$ cat config.mk
export PLATFORM = sky130hd
export DESIGN_NAME = number_word_multiplier_stack_core
export DESIGN_NICKNAME = d
export VERILOG_FILES = /design/src/design/nwms_pkg.sv /design/src/design/nwms_ram.sv /design/src/design/nwms_useq.sv /design/src/design/nwms_datapath.sv /design/src/design/number_word_multiplier_stack_core.sv
export SDC_FILE = /design/constraint.sdc
export NUM_CORES = 1
export LEC_CHECK = 0
export ABC_AREA = 1
export BUFFER_PORTS_ARGS = -buffer_cell sky130_fd_sc_hd__buf_4
export CELL_PAD_IN_SITES_DETAIL_PLACEMENT = 1
export CELL_PAD_IN_SITES_GLOBAL_PLACEMENT = 2
export CORE_MARGIN = 2
export CORE_UTILIZATION = 45
export CTS_CLUSTER_DIAMETER = 120
export DETAILED_ROUTE_END_ITERATION = 12
export GPL_TIMING_DRIVEN = 0
export PLACE_DENSITY_LB_ADDON = 0.1
export SYNTH_ARGS = -nofsm -noshare
export SYNTH_HDL_FRONTEND = slang
export SYNTH_HIERARCHICAL = 1
export SYNTH_SLANG_ARGS = --single-unit
$ cat constraint.sdc
create_clock -name clk_i -period 6.41 [get_ports clk_i]
set_input_delay 1.923 -clock clk_i [delete_from_list [all_inputs] [get_ports clk_i]]
set_output_delay 1.923 -clock clk_i [all_outputs]
set_load 0.01 [all_outputs]
$ cat src/design/nwms_pkg.sv
// ----------------------------------------------------------------------------
// nwms_pkg
// Shared types, constants, microcode ROM and helpers for the number word
// multiplier stack.
// ----------------------------------------------------------------------------
`default_nettype none

package nwms_pkg;

  // Default parameter values
  localparam int unsigned STACK_DEPTH_DEF = 32;
  localparam int unsigned VALUE_BITS_DEF  = 16;

  // Fixed port field widths
  localparam int unsigned CMD_W      = 2;
  localparam int unsigned IN_VALUE_W = 16;
  localparam int unsigned EXP_W      = 6;
  localparam int unsigned INDEX_W    = 5;
  localparam int unsigned STATUS_W   = 2;
  localparam int unsigned COUNT_W    = 6;

  localparam logic [EXP_W-1:0] EXP_MAX        = 6'd63;
  localparam logic [EXP_W-1:0] MAX_MULT_RESET = 6'd12;

  typedef enum logic [CMD_W-1:0] {
    CMD_ADD      = 2'd0,
    CMD_SET_MULT = 2'd1,
    CMD_CLEAR    = 2'd2,
    CMD_READ     = 2'd3
  } cmd_e;

  typedef enum logic [STATUS_W-1:0] {
    ST_OK        = 2'd0,
    ST_REJECT    = 2'd1,
    ST_FULL      = 2'd2,
    ST_BAD_INDEX = 2'd3
  } status_e;

  // Jump conditions of a control word
  typedef enum logic [3:0] {
    COND_NEXT,
    COND_ALWAYS,
    COND_START,
    COND_IDX_ZERO,
    COND_E_LT_M,
    COND_SUM_GE_E,
    COND_SUM_GT_MAX,
    COND_IDX_EQ_FILL,
    COND_BAD_INDEX
  } cond_e;

  // Datapath actions of a control word
  typedef enum logic [3:0] {
    ACT_NONE,
    ACT_PUSH,
    ACT_SCAN_INIT,
    ACT_RD_IDXM1,
    ACT_EVAL,
    ACT_RD_IDX,
    ACT_WR_EXP,
    ACT_REJECT,
    ACT_CLEAR,
    ACT_RD_INDEX,
    ACT_LOAD_READ,
    ACT_BAD_INDEX,
    ACT_EMIT
  } act_e;

  typedef logic [3:0] step_t;

  // Program addresses
  localparam step_t STEP_IDLE     = 4'd0;
  localparam step_t STEP_ADD      = 4'd1;
  localparam step_t STEP_S_INIT   = 4'd2;
  localparam step_t STEP_S_READ   = 4'd3;
  localparam step_t STEP_S_EVAL   = 4'd4;
  localparam step_t STEP_S_STOP   = 4'd5;
  localparam step_t STEP_S_FINAL  = 4'd6;
  localparam step_t STEP_A_READ   = 4'd7;
  localparam step_t STEP_A_WRITE  = 4'd8;
  localparam step_t STEP_REJECT   = 4'd9;
  localparam step_t STEP_CLEAR    = 4'd10;
  localparam step_t STEP_R_READ   = 4'd11;
  localparam step_t STEP_R_LOAD   = 4'd12;
  localparam step_t STEP_R_BAD    = 4'd13;
  localparam step_t STEP_DONE     = 4'd14;

  typedef struct packed {
    cond_e cond;
    step_t target;
    act_e  act;
    logic  accept;
  } ctrl_t;

  typedef struct packed {
    logic idx_zero;
    logic e_lt_m;
    logic sum_ge_e;
    logic sum_gt_max;
    logic idx_eq_fill;
    logic bad_index;
  } flags_t;

  // Microprogram: one control word per step
  function automatic ctrl_t ucode_rom(input step_t step);
    ctrl_t w;
    w = '{cond: COND_START, target: STEP_IDLE, act: ACT_NONE, accept: 1'b1};
    case (step)
      STEP_IDLE:    w = '{COND_START,       STEP_IDLE,    ACT_NONE,      1'b1};
      STEP_ADD:     w = '{COND_ALWAYS,      STEP_DONE,    ACT_PUSH,      1'b0};
      STEP_S_INIT:  w = '{COND_NEXT,        STEP_IDLE,    ACT_SCAN_INIT, 1'b0};
      STEP_S_READ:  w = '{COND_IDX_ZERO,    STEP_S_FINAL, ACT_RD_IDXM1,  1'b0};
      STEP_S_EVAL:  w = '{COND_E_LT_M,      STEP_S_READ,  ACT_EVAL,      1'b0};
      STEP_S_STOP:  w = '{COND_SUM_GE_E,    STEP_REJECT,  ACT_NONE,      1'b0};
      STEP_S_FINAL: w = '{COND_SUM_GT_MAX,  STEP_REJECT,  ACT_NONE,      1'b0};
      STEP_A_READ:  w = '{COND_IDX_EQ_FILL, STEP_DONE,    ACT_RD_IDX,    1'b0};
      STEP_A_WRITE: w = '{COND_ALWAYS,      STEP_A_READ,  ACT_WR_EXP,    1'b0};
      STEP_REJECT:  w = '{COND_ALWAYS,      STEP_DONE,    ACT_REJECT,    1'b0};
      STEP_CLEAR:   w = '{COND_ALWAYS,      STEP_DONE,    ACT_CLEAR,     1'b0};
      STEP_R_READ:  w = '{COND_BAD_INDEX,   STEP_R_BAD,   ACT_RD_INDEX,  1'b0};
      STEP_R_LOAD:  w = '{COND_ALWAYS,      STEP_DONE,    ACT_LOAD_READ, 1'b0};
      STEP_R_BAD:   w = '{COND_ALWAYS,      STEP_DONE,    ACT_BAD_INDEX, 1'b0};
      STEP_DONE:    w = '{COND_START,       STEP_IDLE,    ACT_EMIT,      1'b1};
      default:      w = '{COND_START,       STEP_IDLE,    ACT_NONE,      1'b1};
    endcase
    return w;
  endfunction

  // Entry point of each command's routine
  function automatic step_t dispatch(input logic [CMD_W-1:0] cmd);
    step_t s;
    s = STEP_IDLE;
    case (cmd_e'(cmd))
      CMD_ADD:      s = STEP_ADD;
      CMD_SET_MULT: s = STEP_S_INIT;
      CMD_CLEAR:    s = STEP_CLEAR;
      CMD_READ:     s = STEP_R_READ;
      default:      s = STEP_IDLE;
    endcase
    return s;
  endfunction

  // Exponent sum, held at the top of the range
  function automatic logic [EXP_W-1:0] sat_sum(input logic [EXP_W-1:0] a,
                                               input logic [EXP_W-1:0] b);
    logic [EXP_W:0] s;
    s = {1'b0, a} + {1'b0, b};
    return s[EXP_W] ? EXP_MAX : s[EXP_W-1:0];
  endfunction

endpackage

`default_nettype wire

$ cat src/design/nwms_ram.sv
// ----------------------------------------------------------------------------
// nwms_ram
// Single-port RAM, one write and one read per cycle on a shared address, registered read data.
// ----------------------------------------------------------------------------
`default_nettype none

module nwms_ram #(
  parameter int unsigned WIDTH = 16,
  parameter int unsigned DEPTH = 32
) (
  input  wire logic                     clk_i,
  input  wire logic                     we_i,
  input  wire logic                     re_i,
  input  wire logic [$clog2(DEPTH)-1:0] addr_i,
  input  wire logic [WIDTH-1:0]         wdata_i,
  output logic      [WIDTH-1:0]         rdata_o
);

  logic [WIDTH-1:0] mem_q [DEPTH];
  logic [WIDTH-1:0] rdata_q;

  // Write port and registered read
  always_ff @(posedge clk_i) begin
    if (we_i) begin
      mem_q[addr_i] <= wdata_i;
    end
    if (re_i) begin
      rdata_q <= mem_q[addr_i];
    end
  end

  assign rdata_o = rdata_q;

endmodule

`default_nettype wire

$ cat src/design/nwms_useq.sv
// ----------------------------------------------------------------------------
// nwms_useq
// Microcode sequencer: step counter, control ROM and conditional jumps.
// ----------------------------------------------------------------------------
`default_nettype none

module nwms_useq (
  input  wire logic                         clk_i,
  input  wire logic                         rst_ni,
  input  wire logic                         start_i,
  input  wire logic [nwms_pkg::CMD_W-1:0]   command_i,
  input  wire nwms_pkg::flags_t             flags_i,
  output nwms_pkg::ctrl_t                   ctrl_o
);

  nwms_pkg::step_t step_q, step_d;
  nwms_pkg::ctrl_t ctrl;
  logic            take;

  // Fetch the control word of the current step
  assign ctrl   = nwms_pkg::ucode_rom(step_q);
  assign ctrl_o = ctrl;

  // Pick the next step
  always_comb begin
    take = 1'b0;
    case (ctrl.cond)
      nwms_pkg::COND_NEXT:        take = 1'b0;
      nwms_pkg::COND_ALWAYS:      take = 1'b1;
      nwms_pkg::COND_START:       take = 1'b1;
      nwms_pkg::COND_IDX_ZERO:    take = flags_i.idx_zero;
      nwms_pkg::COND_E_LT_M:      take = flags_i.e_lt_m;
      nwms_pkg::COND_SUM_GE_E:    take = flags_i.sum_ge_e;
      nwms_pkg::COND_SUM_GT_MAX:  take = flags_i.sum_gt_max;
      nwms_pkg::COND_IDX_EQ_FILL: take = flags_i.idx_eq_fill;
      nwms_pkg::COND_BAD_INDEX:   take = flags_i.bad_index;
      default:                    take = 1'b0;
    endcase

    if (ctrl.cond == nwms_pkg::COND_START && start_i) begin
      step_d = nwms_pkg::dispatch(command_i);
    end else if (take) begin
      step_d = ctrl.target;
    end else begin
      step_d = step_q + 1'b1;
    end
  end

  // Advance the step counter
  always_ff @(posedge clk_i or negedge rst_ni) begin
    if (!rst_ni) begin
      step_q <= nwms_pkg::STEP_IDLE;
    end else begin
      step_q <= step_d;
    end
  end

endmodule

`default_nettype wire

$ cat src/design/nwms_datapath.sv
// ----------------------------------------------------------------------------
// nwms_datapath
// Token store, scan registers and result registers, driven by control words.
// ----------------------------------------------------------------------------
`default_nettype none

module nwms_datapath #(
  parameter int unsigned STACK_DEPTH = nwms_pkg::STACK_DEPTH_DEF,
  parameter int unsigned VALUE_BITS  = nwms_pkg::VALUE_BITS_DEF
) (
  input  wire logic                              clk_i,
  input  wire logic                              rst_ni,
  input  wire nwms_pkg::ctrl_t                   ctrl_i,
  input  wire logic                              accept_i,
  input  wire logic [nwms_pkg::IN_VALUE_W-1:0]   token_value_i,
  input  wire logic [nwms_pkg::EXP_W-1:0]        multiplier_i,
  input  wire logic [nwms_pkg::INDEX_W-1:0]      read_index_i,
  input  wire logic                              cfg_valid_i,
  input  wire logic [nwms_pkg::EXP_W-1:0]        cfg_data_i,
  output nwms_pkg::flags_t                       flags_o,
  output logic      [nwms_pkg::STATUS_W-1:0]     status_o,
  output logic      [nwms_pkg::COUNT_W-1:0]      token_count_o,
  output logic                                   is_empty_o,
  output logic      [nwms_pkg::IN_VALUE_W-1:0]   read_value_o,
  output logic      [nwms_pkg::EXP_W-1:0]        read_multiplier_o
);

  localparam int unsigned ADDR_W = $clog2(STACK_DEPTH);
  localparam int unsigned CNT_W  = $clog2(STACK_DEPTH + 1);
  localparam int unsigned CMP_W  = (CNT_W > nwms_pkg::INDEX_W) ? CNT_W : nwms_pkg::INDEX_W;
  localparam int unsigned OCNT_W = (CNT_W > nwms_pkg::COUNT_W) ? CNT_W : nwms_pkg::COUNT_W;
  localparam int unsigned VAL_XW = (VALUE_BITS > nwms_pkg::IN_VALUE_W) ?
                                   VALUE_BITS : nwms_pkg::IN_VALUE_W;

  // Latched item fields
  logic [nwms_pkg::IN_VALUE_W-1:0] value_q;
  logic [nwms_pkg::EXP_W-1:0]      mult_q;
  logic [nwms_pkg::INDEX_W-1:0]    rindex_q;

  // Control and scan state
  logic [CNT_W-1:0]           fill_q;
  logic [CNT_W-1:0]           idx_q;
  logic [CNT_W-1:0]           idx_m1;
  logic [nwms_pkg::EXP_W-1:0] last_sum_q;
  logic [nwms_pkg::EXP_W-1:0] max_q;

  // Result registers
  nwms_pkg::status_e               status_q;
  logic [nwms_pkg::IN_VALUE_W-1:0] rd_value_q;
  logic [nwms_pkg::EXP_W-1:0]      rd_exp_q;

  // Memory ports
  logic                       val_we, exp_we, mem_re;
  logic [ADDR_W-1:0]          addr;
  logic [VALUE_BITS-1:0]      val_wdata, val_rdata;
  logic [nwms_pkg::EXP_W-1:0] exp_wdata, exp_rdata;
  logic [VAL_XW-1:0]          val_in_x, val_out_x;
  logic [CMP_W-1:0]           rindex_x, fill_x;
  logic [OCNT_W-1:0]          fill_ox;
  logic                       full;

  assign idx_m1   = idx_q - 1'b1;
  assign full     = (fill_q == CNT_W'(STACK_DEPTH));
  assign rindex_x = CMP_W'(rindex_q);
  assign fill_x   = CMP_W'(fill_q);
  assign val_in_x  = VAL_XW'(value_q);
  assign val_wdata = val_in_x[VALUE_BITS-1:0];
  assign val_out_x = VAL_XW'(val_rdata);

  // Condition flags for the sequencer
  assign flags_o.idx_zero    = (idx_q == '0);
  assign flags_o.e_lt_m      = (exp_rdata < mult_q);
  assign flags_o.sum_ge_e    = (last_sum_q >= exp_rdata);
  assign flags_o.sum_gt_max  = (last_sum_q > max_q);
  assign flags_o.idx_eq_fill = (idx_q == fill_q);
  assign flags_o.bad_index   = !(rindex_x < fill_x);

  // Memory address and strobes
  always_comb begin
    val_we    = 1'b0;
    exp_we    = 1'b0;
    mem_re    = 1'b0;
    addr      = idx_q[ADDR_W-1:0];
    exp_wdata = nwms_pkg::sat_sum(exp_rdata, mult_q);
    case (ctrl_i.act)
      nwms_pkg::ACT_PUSH: begin
        addr      = fill_q[ADDR_W-1:0];
        val_we    = !full;
        exp_we    = !full;
        exp_wdata = '0;
      end
      nwms_pkg::ACT_RD_IDXM1: begin
        addr   = idx_m1[ADDR_W-1:0];
        mem_re = !flags_o.idx_zero;
      end
      nwms_pkg::ACT_RD_IDX: begin
        mem_re = !flags_o.idx_eq_fill;
      end
      nwms_pkg::ACT_WR_EXP: begin
        exp_we = 1'b1;
      end
      nwms_pkg::ACT_RD_INDEX: begin
        addr   = rindex_x[ADDR_W-1:0];
        mem_re = !flags_o.bad_index;
      end
      default: begin
        mem_re = 1'b0;
      end
    endcase
  end

  nwms_ram #(
    .WIDTH (VALUE_BITS),
    .DEPTH (STACK_DEPTH)
  ) u_values (
    .clk_i   (clk_i),
    .we_i    (val_we),
    .re_i    (mem_re),
    .addr_i  (addr),
    .wdata_i (val_wdata),
    .rdata_o (val_rdata)
  );

  nwms_ram #(
    .WIDTH (nwms_pkg::EXP_W),
    .DEPTH (STACK_DEPTH)
  ) u_exps (
    .clk_i   (clk_i),
    .we_i    (exp_we),
    .re_i    (mem_re),
    .addr_i  (addr),
    .wdata_i (exp_wdata),
    .rdata_o (exp_rdata)
  );

  // Latch item fields on acceptance
  always_ff @(posedge clk_i) begin
    if (accept_i) begin
      value_q  <= token_value_i;
      mult_q   <= multiplier_i;
      rindex_q <= read_index_i;
    end
  end

  // Configuration register
  always_ff @(posedge clk_i or negedge rst_ni) begin
    if (!rst_ni) begin
      max_q <= nwms_pkg::MAX_MULT_RESET;
    end else if (cfg_valid_i) begin
      max_q <= cfg_data_i;
    end
  end

  // Fill count
  always_ff @(posedge clk_i or negedge rst_ni) begin
    if (!rst_ni) begin
      fill_q <= '0;
    end else if (ctrl_i.act == nwms_pkg::ACT_PUSH && !full) begin
      fill_q <= fill_q + 1'b1;
    end else if (ctrl_i.act == nwms_pkg::ACT_CLEAR) begin
      fill_q <= '0;
    end
  end

  // Scan pointer and last sum
  always_ff @(posedge clk_i) begin
    case (ctrl_i.act)
      nwms_pkg::ACT_SCAN_INIT: begin
        idx_q      <= fill_q;
        last_sum_q <= '0;
      end
      nwms_pkg::ACT_EVAL: begin
        if (flags_o.e_lt_m) begin
          idx_q      <= idx_m1;
          last_sum_q <= nwms_pkg::sat_sum(exp_rdata, mult_q);
        end
      end
      nwms_pkg::ACT_WR_EXP: begin
        idx_q <= idx_q + 1'b1;
      end
      default: begin
        idx_q <= idx_q;
      end
    endcase
  end

  // Result registers: cleared on acceptance, set by the routine
  always_ff @(posedge clk_i) begin
    if (accept_i) begin
      status_q   <= nwms_pkg::ST_OK;
      rd_value_q <= '0;
      rd_exp_q   <= '0;
    end else begin
      case (ctrl_i.act)
        nwms_pkg::ACT_PUSH: begin
          if (full) begin
            status_q <= nwms_pkg::ST_FULL;
          end
        end
        nwms_pkg::ACT_REJECT: begin
          status_q <= nwms_pkg::ST_REJECT;
        end
        nwms_pkg::ACT_BAD_INDEX: begin
          status_q <= nwms_pkg::ST_BAD_INDEX;
        end
        nwms_pkg::ACT_LOAD_READ: begin
          rd_value_q <= val_out_x[nwms_pkg::IN_VALUE_W-1:0];
          rd_exp_q   <= exp_rdata;
        end
        default: begin
          status_q <= status_q;
        end
      endcase
    end
  end

  // Drive result ports
  assign fill_ox           = OCNT_W'(fill_q);
  assign status_o          = status_q;
  assign token_count_o     = fill_ox[nwms_pkg::COUNT_W-1:0];
  assign is_empty_o        = (fill_q == '0);
  assign read_value_o      = rd_value_q;
  assign read_multiplier_o = rd_exp_q;

endmodule

`default_nettype wire

$ cat src/design/number_word_multiplier_stack_core.sv
// ----------------------------------------------------------------------------
// number_word_multiplier_stack_core
// Stack of number tokens with multiplier exponents, run by a microcoded
// sequencer over a single-port token store.
// ----------------------------------------------------------------------------
// Set multiplier scans the trailing tokens above a stopping token, or down to
// the oldest token; a reject ends after the check pass.
// One item at a time; a new item may be started in the done_o cycle.
// Results cannot be stalled. Reset empties the stack and sets max_multiplier to 12.
`default_nettype none

module number_word_multiplier_stack_core #(
  parameter int unsigned STACK_DEPTH = nwms_pkg::STACK_DEPTH_DEF,
  parameter int unsigned VALUE_BITS  = nwms_pkg::VALUE_BITS_DEF
) (
  input  wire logic                              clk_i,
  input  wire logic                              rst_ni,
  input  wire logic                              start,
  output logic                                   busy,
  input  wire logic [nwms_pkg::CMD_W-1:0]        command_i,
  input  wire logic [nwms_pkg::IN_VALUE_W-1:0]   token_value_i,
  input  wire logic [nwms_pkg::EXP_W-1:0]        multiplier_i,
  input  wire logic [nwms_pkg::INDEX_W-1:0]      read_index_i,
  input  wire logic                              cfg_valid_i,
  output logic                                   cfg_ready_o,
  input  wire logic [nwms_pkg::EXP_W-1:0]        cfg_data_i,
  output logic                                   done_o,
  output logic      [nwms_pkg::STATUS_W-1:0]     status_o,
  output logic      [nwms_pkg::COUNT_W-1:0]      token_count_o,
  output logic                                   is_empty_o,
  output logic      [nwms_pkg::IN_VALUE_W-1:0]   read_value_o,
  output logic      [nwms_pkg::EXP_W-1:0]        read_multiplier_o
);

  nwms_pkg::ctrl_t  ctrl;
  nwms_pkg::flags_t flags;
  logic             accept;

  // Handshake
  assign busy        = !ctrl.accept;
  assign accept      = start && ctrl.accept;
  assign cfg_ready_o = 1'b1;
  assign done_o      = (ctrl.act == nwms_pkg::ACT_EMIT);

  nwms_useq u_useq (
    .clk_i     (clk_i),
    .rst_ni    (rst_ni),
    .start_i   (start),
    .command_i (command_i),
    .flags_i   (flags),
    .ctrl_o    (ctrl)
  );

  nwms_datapath #(
    .STACK_DEPTH (STACK_DEPTH),
    .VALUE_BITS  (VALUE_BITS)
  ) u_datapath (
    .clk_i             (clk_i),
    .rst_ni            (rst_ni),
    .ctrl_i            (ctrl),
    .accept_i          (accept),
    .token_value_i     (token_value_i),
    .multiplier_i      (multiplier_i),
    .read_index_i      (read_index_i),
    .cfg_valid_i       (cfg_valid_i),
    .cfg_data_i        (cfg_data_i),
    .flags_o           (flags),
    .status_o          (status_o),
    .token_count_o     (token_count_o),
    .is_empty_o        (is_empty_o),
    .read_value_o      (read_value_o),
    .read_multiplier_o (read_multiplier_o)
  );

endmodule

`default_nettype wire
# Yosys cells after proc, flatten, opt, wreduce, memory -nomap -nowiden
# Memories as Yosys holds them, arrays and structs flattened. A register that Yosys moved wholly into a read port is not among the register bits.
# Index checks and enable logic that the tools add are counted.
[totals]
out_inout_bits = 34
n_memories = 3
word_cells = 91
reg_bits = 79
ramBits = 704
in_bits = 39
mem_bits_ro = 208
[op_classes]
n_eq_ne = 27
n_lt_le_gt_ge = 4
addsub = 5
reduce_logical = 19
muxes = 22
[memory_table]
columns = ["name", "depth", "word_bits", "rd", "rd_clocked_by_memory_dff", "write_ports", "line", "rtl"]
rows = [
  ["u_datapath.u_values.mem_q", 32, 16, 1, 1, 1, "nwms_ram.sv:19", "logic [WIDTH-1:0] mem_q [DEPTH];"],
  ["(no name shown)", 16, 13, 1, 0, 0, "nwms_pkg.sv:108", "case (step)"],
  ["u_datapath.u_exps.mem_q", 32, 6, 1, 1, 1, "nwms_ram.sv:19", ""],
]
[op_table]
columns = ["operator", "n"]
rows = [
  ["6-bit two-way mux", 6],
  ["4-bit by 3-bit equality test with 1-bit output (second input constant)", 8],
  ["4-bit equality test (second input constant)", 6],
  ["6-bit case mux with 3 select lines", 1],
  ["4-bit by 2-bit equality test with 1-bit output (second input constant)", 4],
  ["4-bit case mux with 4 select lines", 1],
  ["5-bit case mux with 3 select lines", 1],
  ["6-bit by 1-bit adder with 6-bit output (second input constant)", 2],
  ["6-bit logical NOT", 2],
  ["6-bit case mux with 2 select lines", 1],
  ["4-bit by 1-bit equality test with 1-bit output (second input constant)", 2],
  ["4-bit two-way mux", 2],
  ["6-bit by 6-bit adder with 7-bit output", 1],
  ["1-bit case mux with 7 select lines", 1],
  ["6-bit equality test", 1],
  ["6-bit equality test (second input constant)", 1],
  ["6-bit >= comparator", 1],
  ["6-bit greater-than comparator", 1],
  ["5-bit by 6-bit less-than comparator with 1-bit output", 1],
  ["6-bit less-than comparator", 1],
  ["2-bit case mux with 3 select lines", 1],
  ["2-bit AND reduction", 3],
  ["3-bit nonzero test", 2],
  ["6-bit by 1-bit subtractor with 6-bit output (second input constant)", 1],
  ["14 further kinds", 26],
]

# Logic depth before layout (Yosys ltp)
# An unclocked memory read counts as a cell.
[logic_depth]
ltp_word = 6
mapped_depth = 24
depth_no_buf = 21

# Modules after synthesis
# The synthesis kept the hierarchy.
[by_module_without_submodules]
columns = ["mod", "cells_each", "area_each_um2", "seq_area_each_um2", "n_inst"]
rows = [
  ["nwms_ram (u_datapath.u_values)", 2074, 22101.2, 15855.2, 1],
  ["nwms_ram (u_datapath.u_exps)", 809, 8340.5, 5945.7, 1],
  ["nwms_datapath", 465, 4045.1, 1954.4, 1],
  ["nwms_useq", 98, 670.6, 100.1, 1],
  ["number_word_multiplier_stack_core", 10, 43.8, 0.0, 1],
]

# Worst setup path before layout
# Ideal clock, no wire load.
[synth_path]
kind = "register to register"
startpoint = "register u_useq.step_q[1]"
endpoint = "memory u_datapath.u_values.mem_q[2][0], enable pin"
arrival_time_ns = 3.656
required_ns = 6.022
setup_slack_ns = 2.365
stages_incl_launch_ff = 16
path_cell_list = "dfrtp_1 inv_1 ha_1 or2_2 o21ai_0 nor2_2 nand2_2 inv_2 buf_6 nand2_1 nand4_1 buf_6 nor3_4 buf_2 inv_1 nor2_1"
[synth_rtl]
columns = ["element", "line", "rtl"]
rows = [
  ["start, declared", "nwms_useq.sv:16", "nwms_pkg::step_t step_q, step_d;"],
  ["start signal, assigned", "nwms_useq.sv:52", "step_q <= nwms_pkg::STEP_IDLE;"],
  ["start signal, assigned", "nwms_useq.sv:54", "step_q <= step_d;"],
  ["end, declared", "nwms_ram.sv:19", ""],
]

==> results.cfg <==
[yosys]
synthCells = 3455
syn_nets = 3536
synth_area_um2 = 35200
avgSynthCellArea_um2 = 10.19
yosysWarnings = 6

[worst_setup_path]
r2r_start = u_useq/step_q[0]$_DFF_PN0_
cp_max_fo = 10
startpoint_type = flop
reg2reg_depth = 16
cp_cell_sequence = inv_1 > ha_1 > or2_2 > o21ai_0 > nor2_2 > nand2_1 > nand3_1 > inv_2 > nand2_1 > nand2_1 > buf_2 > buf_2 > buf_2 > nand3_1 > nor2_1 > buf_4
worst-setup-path-type = flop to flop
path_buf_inv = 6
cp.required_ps = 6750
slowest_delay_ps = 1020
crit_family = simple AND/OR/NAND/NOR gates
rrSetupSlack_ps = 710
worst_path_max_delay_cell = nor2_1
worst_ep_arrival_time_ps = 6040
r2r-end = u_datapath/u_values/mem_q[27][12]$_DFFE_PP_
cp-end-kind = flop

[timing]
timing.fmax_mhz = 175.4
rsz0062_at_grt = false
setup_viol = 0
min_period_ps = 5702
period_share_pct = 88.95
tns_ps = 0
fin_skew_ps = 23.43
slew_violations = 0
hold_violations = 0
tightest_slew_ps = 1444
max_slew_margin_pct = 3.757

[layout]
layout_commonest_cell = nand2_1
drive_above_1_share_pct = 11.67
areaGrowthSynthToFinish_pct = 15.36
fillers = 8539
nets = 3727
final_cell_mix = nand2_1, edfxtp_1, nor2_1

[floorplan]
die_area_um2 = 80470
die_x_um = 283.7
start_util_pct = 45.44
die_h_um = 283.7
ioPinCount = 73
core_area_um2 = 77470
row_count = 102

[clocking]
clk_pin_slew_worst_paths_ps = 60
ctsHoldBuffers = 0
cts.htree.levels = 3
cts-resized-gates = 0
numCtsBuffers = 89
cts-root-buf = clkbuf_16
cts_tree = built
clk_path_buf_depth = 3
postCtsSetupBuffers = 0
clock-sinks = 805
clk_latency_ps = 650

[global_route]
grt_antenna_before_repair = 4
grt_pass1_wl_um = 158900
gr-usage-all-layers_pct = 26.39
grt_max_degree = 33
overflow = 0
grt_pass1_vias = 25850

[place]
place_congestion = 0.8525
dp_hpwl_um = 75320
portBuffers = 71

[routing]
via_per_inst = 5.225
wl_per_cell_um = 22.38
via_count = 24870
drt_iter0_markers = 1729
final_antenna_net_count = 0
drt-total-wl_um = 106500
firstDrtPassIters = 5
drc = 0

[run]
maxCapViolations = 0

[worst_hold_path]
min-delay-start = u_datapath/status_o[0]$_SDFFE_PP0P_
hp-class = flop to flop
hold_end = u_datapath/status_o[0]$_SDFFE_PP0P_
holdPathStages = 2

[status]
status = completed
[cell type report]
cell class / instances / area [um2] / area share, %
multi-input combinational: 2397 / 10080 / 24.82
sequential: 805 / 23860 / 58.75
timing repair buffer: 100 / 1192 / 2.937
antenna: 1 / 2.502 / 0.006163
tap: 1040 / 1301 / 3.205
clock inverter: 49 / 436.7 / 1.075
buffer: 141 / 935.9 / 2.305
inverter: 112 / 430.4 / 1.060
clock buffer: 114 / 2374 / 5.846
[metal layers]
| layer | global-route usage [%] | wire (um) | share of wire (%) | up-vias |
|---|---|---|---|---|
| met4 | 8.320 | 3197 | 3.0 | 4 |
| met3 | 3.360 | 5406 | 5.1 | 171 |
| met1 | 37.94 | 49310 | 46 | 12430 |
| li1 | - | - | - | 11630 |
| met5 | 0 | 31 | 0.029 | - |
| met2 | 41.87 | 48560 | 46 | 630 |
[through the flow]
stage	cell area [um2]	instances	setup slack (ps)	util (%)	hold WS [ps]
after floorplan	35200	3455	2365	-	463.1
after global placement	37030	4566	621.2	47.80	453.8
after detailed placement	37680	4592	682.2	48.64	464.9
after CTS	40490	4755	613.4	52.27	474.1
after global routing	40600	4758	409.8	52.41	486.2
final	40600	4759	708.3	52.41	468.9
[sequential cells by signal (all words and copies together) (netlist names)]
register                      cells
u_datapath/read_multiplier_o      6
u_datapath/max_q                  6
u_datapath/rindex_q               5
u_datapath/token_count_o          6
u_datapath/idx_q                  6
u_datapath/status_o               2
u_datapath/read_value_o          16
u_datapath/val_in_x              16
u_datapath/u_exps/mem_q         192
u_datapath/u_values/rdata_o      16
u_datapath/u_values/mem_q       512
u_datapath/u_exps/rdata_o         6
u_datapath/mult_q                 6
u_useq/step_q                     4
u_datapath/last_sum_q             6
[tightest hold or removal path: cells and delay by family (launching register included)]
kind / cells / cell delay [ps]
flops: 1 / 310
simple gates: 1 / 60
compound gates: 1 / 50
[worst max-delay path by stage]
| stage | cells after the start | to | from |
|---|---|---|---|
| 6_report | 16 | u_datapath/u_values/mem_q[27][12]$_DFFE_PP_ | u_useq/step_q[0]$_DFF_PN0_ |
| 5_1_grt | 16 | u_datapath/u_values/mem_q[27][12]$_DFFE_PP_ | u_useq/step_q[1]$_DFF_PN0_ |
| 4_1_cts | 15 | u_datapath/u_values/mem_q[7][13]$_DFFE_PP_ | u_useq/step_q[0]$_DFF_PN0_ |
| 3_5_place_dp | 15 | u_datapath/u_values/mem_q[7][9]$_DFFE_PP_ | u_useq/step_q[0]$_DFF_PN0_ |
| 3_3_place_gp | 15 | u_datapath/u_values/mem_q[23][10]$_DFFE_PP_ | u_useq/step_q[0]$_DFF_PN0_ |
| 2_1_floorplan | 15 | u_datapath/u_values/mem_q[2][0]$_DFFE_PP_ | u_useq/step_q[1]$_DFF_PN0_ |
Power is not shown: default switching activity piles up to over one toggle a cycle in this logic, so the estimate is an artifact.
